`config.mk`:
```
export PLATFORM = sky130hd
export DESIGN_NAME = i2c_master_byte_sequencer
export DESIGN_NICKNAME = d
export VERILOG_FILES = /design/src/i2cms_pkg.sv /design/src/i2c_master_byte_sequencer.sv
export SDC_FILE = /design/constraint.sdc
export NUM_CORES = 1
export LEC_CHECK = 0
export BUFFER_PORTS_ARGS = -buffer_cell sky130_fd_sc_hd__buf_2
export CAP_MARGIN = 0
export CORE_MARGIN = 3
export CORE_UTILIZATION = 54
export DETAILED_ROUTE_END_ITERATION = 8
export PLACE_DENSITY_LB_ADDON = 0.3
export SYNTH_ARGS = -nofsm -noshare
export SYNTH_HDL_FRONTEND = slang
export SYNTH_SLANG_ARGS = --single-unit
```
`constraint.sdc`:
```
create_clock -name clk -period 3.35 [get_ports clk]
set_clock_uncertainty 0.1 [all_clocks]
set_input_delay 0.1675 -clock clk [delete_from_list [all_inputs] [get_ports clk]]
set_output_delay 0.1675 -clock clk [all_outputs]
set_load 0.02 [all_outputs]
```
`src/i2cms_pkg.sv`:
```
// Package for the I2C master byte sequencer: widths, command codes, step encoding.
package i2cms_pkg;

    localparam int ACTION_W = 3;
    localparam int ADDR_W   = 7;
    localparam int BYTE_W   = 8;
    localparam int BIT_CNT_W = 4;
    localparam logic [BIT_CNT_W-1:0] BITS_PER_BYTE = 4'd8;

    typedef enum logic [ACTION_W-1:0] {
        ACT_TICK  = 3'd0,
        ACT_START = 3'd1,
        ACT_WRITE = 3'd2,
        ACT_READ  = 3'd3,
        ACT_STOP  = 3'd4
    } action_t;

    typedef enum logic [20:0] {
        ST_IDLE = 21'h000001,
        ST_S0   = 21'h000002,
        ST_S1   = 21'h000004,
        ST_B0   = 21'h000008,
        ST_B1   = 21'h000010,
        ST_B2   = 21'h000020,
        ST_B3   = 21'h000040,
        ST_B4   = 21'h000080,
        ST_B5   = 21'h000100,
        ST_B6   = 21'h000200,
        ST_R0   = 21'h000400,
        ST_R1   = 21'h000800,
        ST_R2   = 21'h001000,
        ST_R3   = 21'h002000,
        ST_R4   = 21'h004000,
        ST_R5   = 21'h008000,
        ST_R6   = 21'h010000,
        ST_R7   = 21'h020000,
        ST_T0   = 21'h040000,
        ST_T1   = 21'h080000,
        ST_T2   = 21'h100000
    } step_t;

    // steps that hold for half_period ticks
    function automatic logic step_waits(step_t st);
        logic w;
        unique case (st)
            ST_S0, ST_B1, ST_B2, ST_B4, ST_B5,
            ST_R1, ST_R2, ST_R5, ST_R6,
            ST_T0, ST_T1, ST_T2: w = 1'b1;
            default:             w = 1'b0;
        endcase
        return w;
    endfunction

    // default successor in the step sequence
    function automatic step_t step_succ(step_t st);
        step_t nx;
        unique case (st)
            ST_S0:   nx = ST_S1;
            ST_S1:   nx = ST_B0;
            ST_B0:   nx = ST_B1;
            ST_B1:   nx = ST_B2;
            ST_B2:   nx = ST_B3;
            ST_B3:   nx = ST_B4;
            ST_B4:   nx = ST_B5;
            ST_B5:   nx = ST_B6;
            ST_R0:   nx = ST_R1;
            ST_R1:   nx = ST_R2;
            ST_R2:   nx = ST_R3;
            ST_R3:   nx = ST_R4;
            ST_R4:   nx = ST_R5;
            ST_R5:   nx = ST_R6;
            ST_R6:   nx = ST_R7;
            ST_T0:   nx = ST_T1;
            ST_T1:   nx = ST_T2;
            default: nx = ST_IDLE;
        endcase
        return nx;
    endfunction

endpackage

```
`src/i2c_master_byte_sequencer.sv`:
```
// Top level: tick-paced open-drain I2C master command sequencer.
//
// Requests enter on in_valid/in_ready. Each request is a tick (action 0) or a
// command: start plus address, write byte, read byte, stop. A command taken while
// idle is latched and raises busy; later ticks walk the pin sequence, each wait
// lasting half_period ticks. A command taken while busy is reported as rejected.
// Every request yields one result on out_valid/out_ready: pin levels, busy,
// done, ack status, last read byte and the reject flag.
// Latency: the result is registered at the edge that takes the request and is
// offered on the next cycle. Throughput: one request per clock while results are
// taken; the step state and result register update in a single pass. A stalled
// receiver holds the result register; in_ready follows !out_valid || out_ready,
// so a new request is taken in the same cycle as the waiting result leaves.
// Users write half_period via cfg_we/cfg_wdata only while idle; not enforced here.
// Reset: idle, both lines released, half_period = 1, no result pending.
module i2c_master_byte_sequencer (
    input  logic                          clk,
    input  logic                          rst_n,
    input  logic                          cfg_we,
    input  logic [i2cms_pkg::BYTE_W-1:0]  cfg_wdata,
    input  logic                          in_valid,
    output logic                          in_ready,
    input  logic [i2cms_pkg::ACTION_W-1:0] action,
    input  logic [i2cms_pkg::ADDR_W-1:0]  address,
    input  logic                          read_bit,
    input  logic [i2cms_pkg::BYTE_W-1:0]  data_byte,
    input  logic                          last_byte,
    input  logic                          sda_in,
    output logic                          out_valid,
    input  logic                          out_ready,
    output logic                          scl_release,
    output logic                          sda_release,
    output logic                          busy_res,
    output logic                          done_res,
    output logic                          ack_ok,
    output logic [i2cms_pkg::BYTE_W-1:0]  read_data,
    output logic                          rejected
);
    import i2cms_pkg::*;

    logic [BYTE_W-1:0]    half_period_reg;
    step_t                step_reg, step_next;
    logic [BIT_CNT_W-1:0] bit_count_reg, bit_count_next;
    logic [BYTE_W-1:0]    wait_count_reg, wait_count_next;
    logic [BYTE_W-1:0]    shift_reg, shift_next;
    logic                 nack_reg, nack_next;
    logic                 ack_reg, ack_next;
    logic                 scl_reg, scl_next;
    logic                 sda_reg, sda_next;
    logic [BYTE_W-1:0]    read_hold_reg, read_hold_next;
    logic                 out_valid_reg;
    logic                 done_reg, done_next;
    logic                 rej_reg, rej_next;

    logic                 accept;
    logic                 is_cmd;
    logic                 waits;
    logic [BYTE_W:0]      wait_inc;
    logic [BYTE_W-1:0]    hp;
    logic                 apply_pins;
    logic                 finish;
    logic [BIT_CNT_W-1:0] bit_inc;

    assign in_ready = !out_valid_reg || out_ready;
    assign accept   = in_valid && in_ready;

    assign is_cmd = (action == ACT_START) || (action == ACT_WRITE) ||
                    (action == ACT_READ)  || (action == ACT_STOP);
    assign waits      = step_waits(step_reg);
    assign wait_inc   = {1'b0, wait_count_reg} + {{BYTE_W{1'b0}}, 1'b1};
    assign hp         = (half_period_reg == '0) ? {{(BYTE_W-1){1'b0}}, 1'b1}
                                                : half_period_reg;
    assign apply_pins = waits ? (wait_count_reg == '0) : 1'b1;
    assign finish     = waits ? (wait_inc >= {1'b0, hp}) : 1'b1;
    assign bit_inc    = bit_count_reg + {{(BIT_CNT_W-1){1'b0}}, 1'b1};

    always_comb
    begin
        step_next       = step_reg;
        bit_count_next  = bit_count_reg;
        wait_count_next = wait_count_reg;
        shift_next      = shift_reg;
        nack_next       = nack_reg;
        ack_next        = ack_reg;
        scl_next        = scl_reg;
        sda_next        = sda_reg;
        read_hold_next  = read_hold_reg;
        done_next       = 1'b0;
        rej_next        = 1'b0;

        if (is_cmd)
        begin
            if (step_reg != ST_IDLE)
            begin
                rej_next = 1'b1;
            end
            else
            begin
                bit_count_next  = '0;
                wait_count_next = '0;
                unique case (action)
                    ACT_START:
                    begin
                        shift_next = {address, read_bit};
                        step_next  = ST_S0;
                    end
                    ACT_WRITE:
                    begin
                        shift_next = data_byte;
                        step_next  = ST_B0;
                    end
                    ACT_READ:
                    begin
                        shift_next = '0;
                        nack_next  = last_byte;
                        step_next  = ST_R0;
                    end
                    default:
                    begin
                        step_next = ST_T0;
                    end
                endcase
            end
        end
        else if (step_reg != ST_IDLE)
        begin
            if (waits)
            begin
                wait_count_next = wait_inc[BYTE_W-1:0];
            end

            if (apply_pins)
            begin
                unique case (step_reg)
                    ST_S0, ST_B6, ST_R7, ST_T0:        sda_next = 1'b0;
                    ST_S1, ST_B2, ST_B5, ST_R3, ST_R6: scl_next = 1'b0;
                    ST_B0:  sda_next = shift_reg[3'd7 - bit_count_reg[2:0]];
                    ST_B1, ST_B4, ST_R2, ST_R5, ST_T1: scl_next = 1'b1;
                    ST_B3, ST_R0, ST_T2:               sda_next = 1'b1;
                    ST_R4:  sda_next = nack_reg;
                    default: ;
                endcase
            end

            if (finish)
            begin
                wait_count_next = '0;
                step_next       = step_succ(step_reg);
                unique case (step_reg)
                    ST_S1:
                    begin
                        bit_count_next = '0;
                    end
                    ST_B2:
                    begin
                        bit_count_next = bit_inc;
                        step_next = (bit_inc < BITS_PER_BYTE) ? ST_B0 : ST_B3;
                    end
                    ST_B4:
                    begin
                        ack_next = !sda_in;
                    end
                    ST_R2:
                    begin
                        shift_next = {shift_reg[BYTE_W-2:0], sda_in};
                    end
                    ST_R3:
                    begin
                        bit_count_next = bit_inc;
                        step_next = (bit_inc < BITS_PER_BYTE) ? ST_R1 : ST_R4;
                    end
                    ST_R7:
                    begin
                        read_hold_next = shift_reg;
                        done_next      = 1'b1;
                    end
                    ST_B6, ST_T2:
                    begin
                        done_next = 1'b1;
                    end
                    default: ;
                endcase
                if (done_next)
                begin
                    step_next      = ST_IDLE;
                    bit_count_next = '0;
                end
            end
        end
    end

    always_ff @(posedge clk or negedge rst_n)
    begin
        if (!rst_n)
        begin
            half_period_reg <= {{(BYTE_W-1){1'b0}}, 1'b1};
            step_reg        <= ST_IDLE;
            bit_count_reg   <= '0;
            wait_count_reg  <= '0;
            shift_reg       <= '0;
            nack_reg        <= 1'b0;
            ack_reg         <= 1'b0;
            scl_reg         <= 1'b1;
            sda_reg         <= 1'b1;
            read_hold_reg   <= '0;
            out_valid_reg   <= 1'b0;
            done_reg        <= 1'b0;
            rej_reg         <= 1'b0;
        end
        else
        begin
            if (cfg_we)
            begin
                half_period_reg <= cfg_wdata;
            end
            if (accept)
            begin
                step_reg       <= step_next;
                bit_count_reg  <= bit_count_next;
                wait_count_reg <= wait_count_next;
                shift_reg      <= shift_next;
                nack_reg       <= nack_next;
                ack_reg        <= ack_next;
                scl_reg        <= scl_next;
                sda_reg        <= sda_next;
                read_hold_reg  <= read_hold_next;
                done_reg       <= done_next;
                rej_reg        <= rej_next;
                out_valid_reg  <= 1'b1;
            end
            else if (out_ready)
            begin
                out_valid_reg <= 1'b0;
            end
        end
    end

    assign out_valid   = out_valid_reg;
    assign scl_release = scl_reg;
    assign sda_release = sda_reg;
    assign busy_res    = (step_reg != ST_IDLE);
    assign done_res    = done_reg;
    assign ack_ok      = ack_reg;
    assign read_data   = read_hold_reg;
    assign rejected    = rej_reg;

endmodule
```
==> run summary <==
Max clock buf depth -> 2
Most used flip-flop cell after synthesis -> dfrtp_1
Initial core utilization -> 56.6%
Port bufs -> 49
Async SR Flop Fraction -> 100%
Synthesized area -> 4470 µm²
Clock Latency Late Sink -> 370 ps
Max FFs per register -> 21
Fin util -> 69.4%
Number of global-route vias before repair -> 4039
Synth top area cells -> dfrtp_1 (34%), ha_1 (3.9%), a22o_1 (3.7%), mux2_2 (3.5%), mux2_4 (3.4%)
Antenna viol nets, final -> 0
Initial antenna violation count -> 0
Crit-path max cell delay -> 690 ps
Worst Max-Slew Pin Slew -> 953 ps
Tcrit/Tclk final -> 98.3%
Combinational family with the most area after synthesis -> simple AND/OR/NAND/NOR gates
Syn. warnings -> 0
Synth area leader -> dfrtp_1
Worst endpoint data arrival time -> 3450 ps
Die area -> 9400 µm²
Critical path cell sequence -> or4_1 -> or3_4 -> buf_4 -> or4_4 -> o41ai_4 -> o31ai_2 -> or2_4 -> mux2_4
Critical Path RT -> 3510 ps
Post-synthesis adder-cell area fraction -> 3.92%
# DRC -> 0
Syn_area_per_cell -> 9.61 µm²
Hold Crit Start -> cfg_we
EDFF count, synth -> 0
GRT Resource Usage Total -> 26.1%
CP Launch Type -> flip-flop
Routed vias -> 4143
Crit path kind -> flip-flop to flip-flop
Largest net degree at the start of global routing -> 42
Worst VDD drop -> 324 µV
P per Cell Area -> 639 nW/µm²
Slew Limit Fails -> 0
Fin area -> 5470 µm²
Iteration-0 DRC Markers -> 347
Type of destination of the critical path -> flip-flop
Cell family with most CP delay -> simple AND/OR/NAND/NOR gates
Worst R2R Start -> step_reg[13]
Yosys top cell area share -> 33.6%
Final nets -> 603
Most frequent cells after synthesis -> dfrtp_1 (60), nand2_1 (35), nor2_1 (21), nor4_1 (20)
Fillers -> 587
HP Class -> input port to flip-flop
Register area share after synthesis -> 36.0%
WP buf/inv -> 1
TNS Setup -> 0 ps
Vias/cell -> 6.26
Simple-Gate Fraction of Synth Area -> 24.5%
# diodes -> 0
Area Overhead vs Synth -> 22.5%
Compound-Gate Fraction of Synth Area -> 17.1%
Final WL -> 12.2 mm
Final GP Congestion -> 0.995
WL/cell -> 18.4 µm
Fmax -> 0.304 GHz
DP Area -> 5030 µm²
Register bit total from synthesis -> 64
Post-Syn Instances -> 465
Status -> completed
Drt first pass iters -> 5
CP max stage cell -> or4_1
Leakage power -> 0.00259 µW
Die height -> 97.0 µm
Rel. slew slack -> 36.5%
Max H-tree Level -> 3
Setup-failing EPs final -> 0
First-pass GRT wire length -> 19.9 mm
Total CTS buffers -> 9
Site Rows -> 32
RSZ-0062 raised after global routing -> false
Synth cell types -> 68
Tmin final -> 3290 ps
Xor and xnor fraction of the mapped netlist area -> 2.16%
I/O pin count -> 50
Core area -> 7890 µm²
Post-synthesis mux area share -> 11.2%
Syn Nets -> 513
Layout cell share with drive strength beyond 1 -> 30.4%
CTS sink cnt -> 64
Cell with the most instances after synthesis -> dfrtp_1
Max Cap Violations -> 0
Die X-Extent -> 97.0 µm
CTS tree -> built
Root buf cell -> clkbuf_8
Final Hold Vio Count -> 0
Worst-path clk slew -> 90 ps
Maximum fanout along the worst path -> 10
Congestion Overflow GR -> 0
Critical Path Start -> step_reg[13]
Post-DP HPWL -> 8.57 mm
[final timing paths]
kind / endpoint / slack (ps) / cells after the start
max: bit_count_reg[3] / 60 / 8
min: half_period_reg[2] / 70 / 3
max reg2reg: bit_count_reg[3] / 60 / 8
min reg2reg: scl_release / 400 / 2
max in group asynchronous: half_period_reg[0] / 1850 / 3
min in group asynchronous: step_reg[8] / 380 / 2
[final cells by class]
class	instances	area [µm²]	area share (%)
tap	102	128	2.33
clock buffer	9	124	2.26
inverter	16	60.1	1.10
sequential	64	1610	29.4
clock inverter	7	103	1.88
multi-input combinational	351	2680	49.0
timing repair buffer	113	766	14.0
[worst reg2reg max path, stage by stage (launching register included)]
cell	delay, ps
dfrtp_1	380
or4_1	690
or3_4	440
buf_4	160
or4_4	550
o41ai_4	150
o31ai_2	160
or2_4	290
mux2_4	300
[per-layer routing]
| metal | vias up | part of all wire [%] | track usage, % |
|---|---|---|---|
| met5 | - | 0 | 0 |
| met4 | 0 | 2.2 | 8.42 |
| met3 | 29 | 6.9 | 7.64 |
| met2 | 155 | 48 | 41.1 |
| met1 | 2009 | 43 | 34.5 |
| li1 | 1950 | - | - |
[logic make-up (layout without fill, tap and decap cells)]
kind of cell	Yosys count	in the layout
fa+ha+maj	14	14
simple gates	186	186
flops	64	64
compound gates	100	100
xor+xnor	11	11
mux	40	40
buf+inv	50	145
[layout by cell type (no fill, tap or decap), drive strengths merged, types with 13 or more instances in the layout]
cell,n
o31ai,13
ha,14
buf,99
nor4,21
nand2,36
nand3,19
dlygate4sd3,13
nor2,21
mux2,29
dfrtp,60
o21ai,23
a22o,19
nor3,18
inv,18
[power by group]
group	switching [µW]	internal [µW]	leakage, µW
Clock	365	427	0.000110
Sequential	155	904	0.000846
Combinational	902	744	0.00163
Total	1420	2080	0.00259
[through the flow]
step | instances | power [µW] | worst slack [ps] | hold WS [ps]
3_5_place_dp | 629 | 2610 | 4.02 | 274
2_1_floorplan | 465 | 2100 | 1.02 | -228
4_1_cts | 658 | 3410 | 16.1 | 34.5
5_1_grt | 662 | 3700 | 27.8 | 93.5
3_3_place_gp | 629 | 2560 | 60.0 | 266
6_report | 662 | 3500 | 56.9 | 71.8
[what timing repair did]
action	CTS	global route
hold endpoints to repair	48	0
pin swaps	0	1
buffers inserted	0	3
gates cloned	0	1
hold buffers	13	0
setup endpoints to repair	13	31
gates resized for setup	1	11
Note: power is estimated with default switching activity, not from simulation.
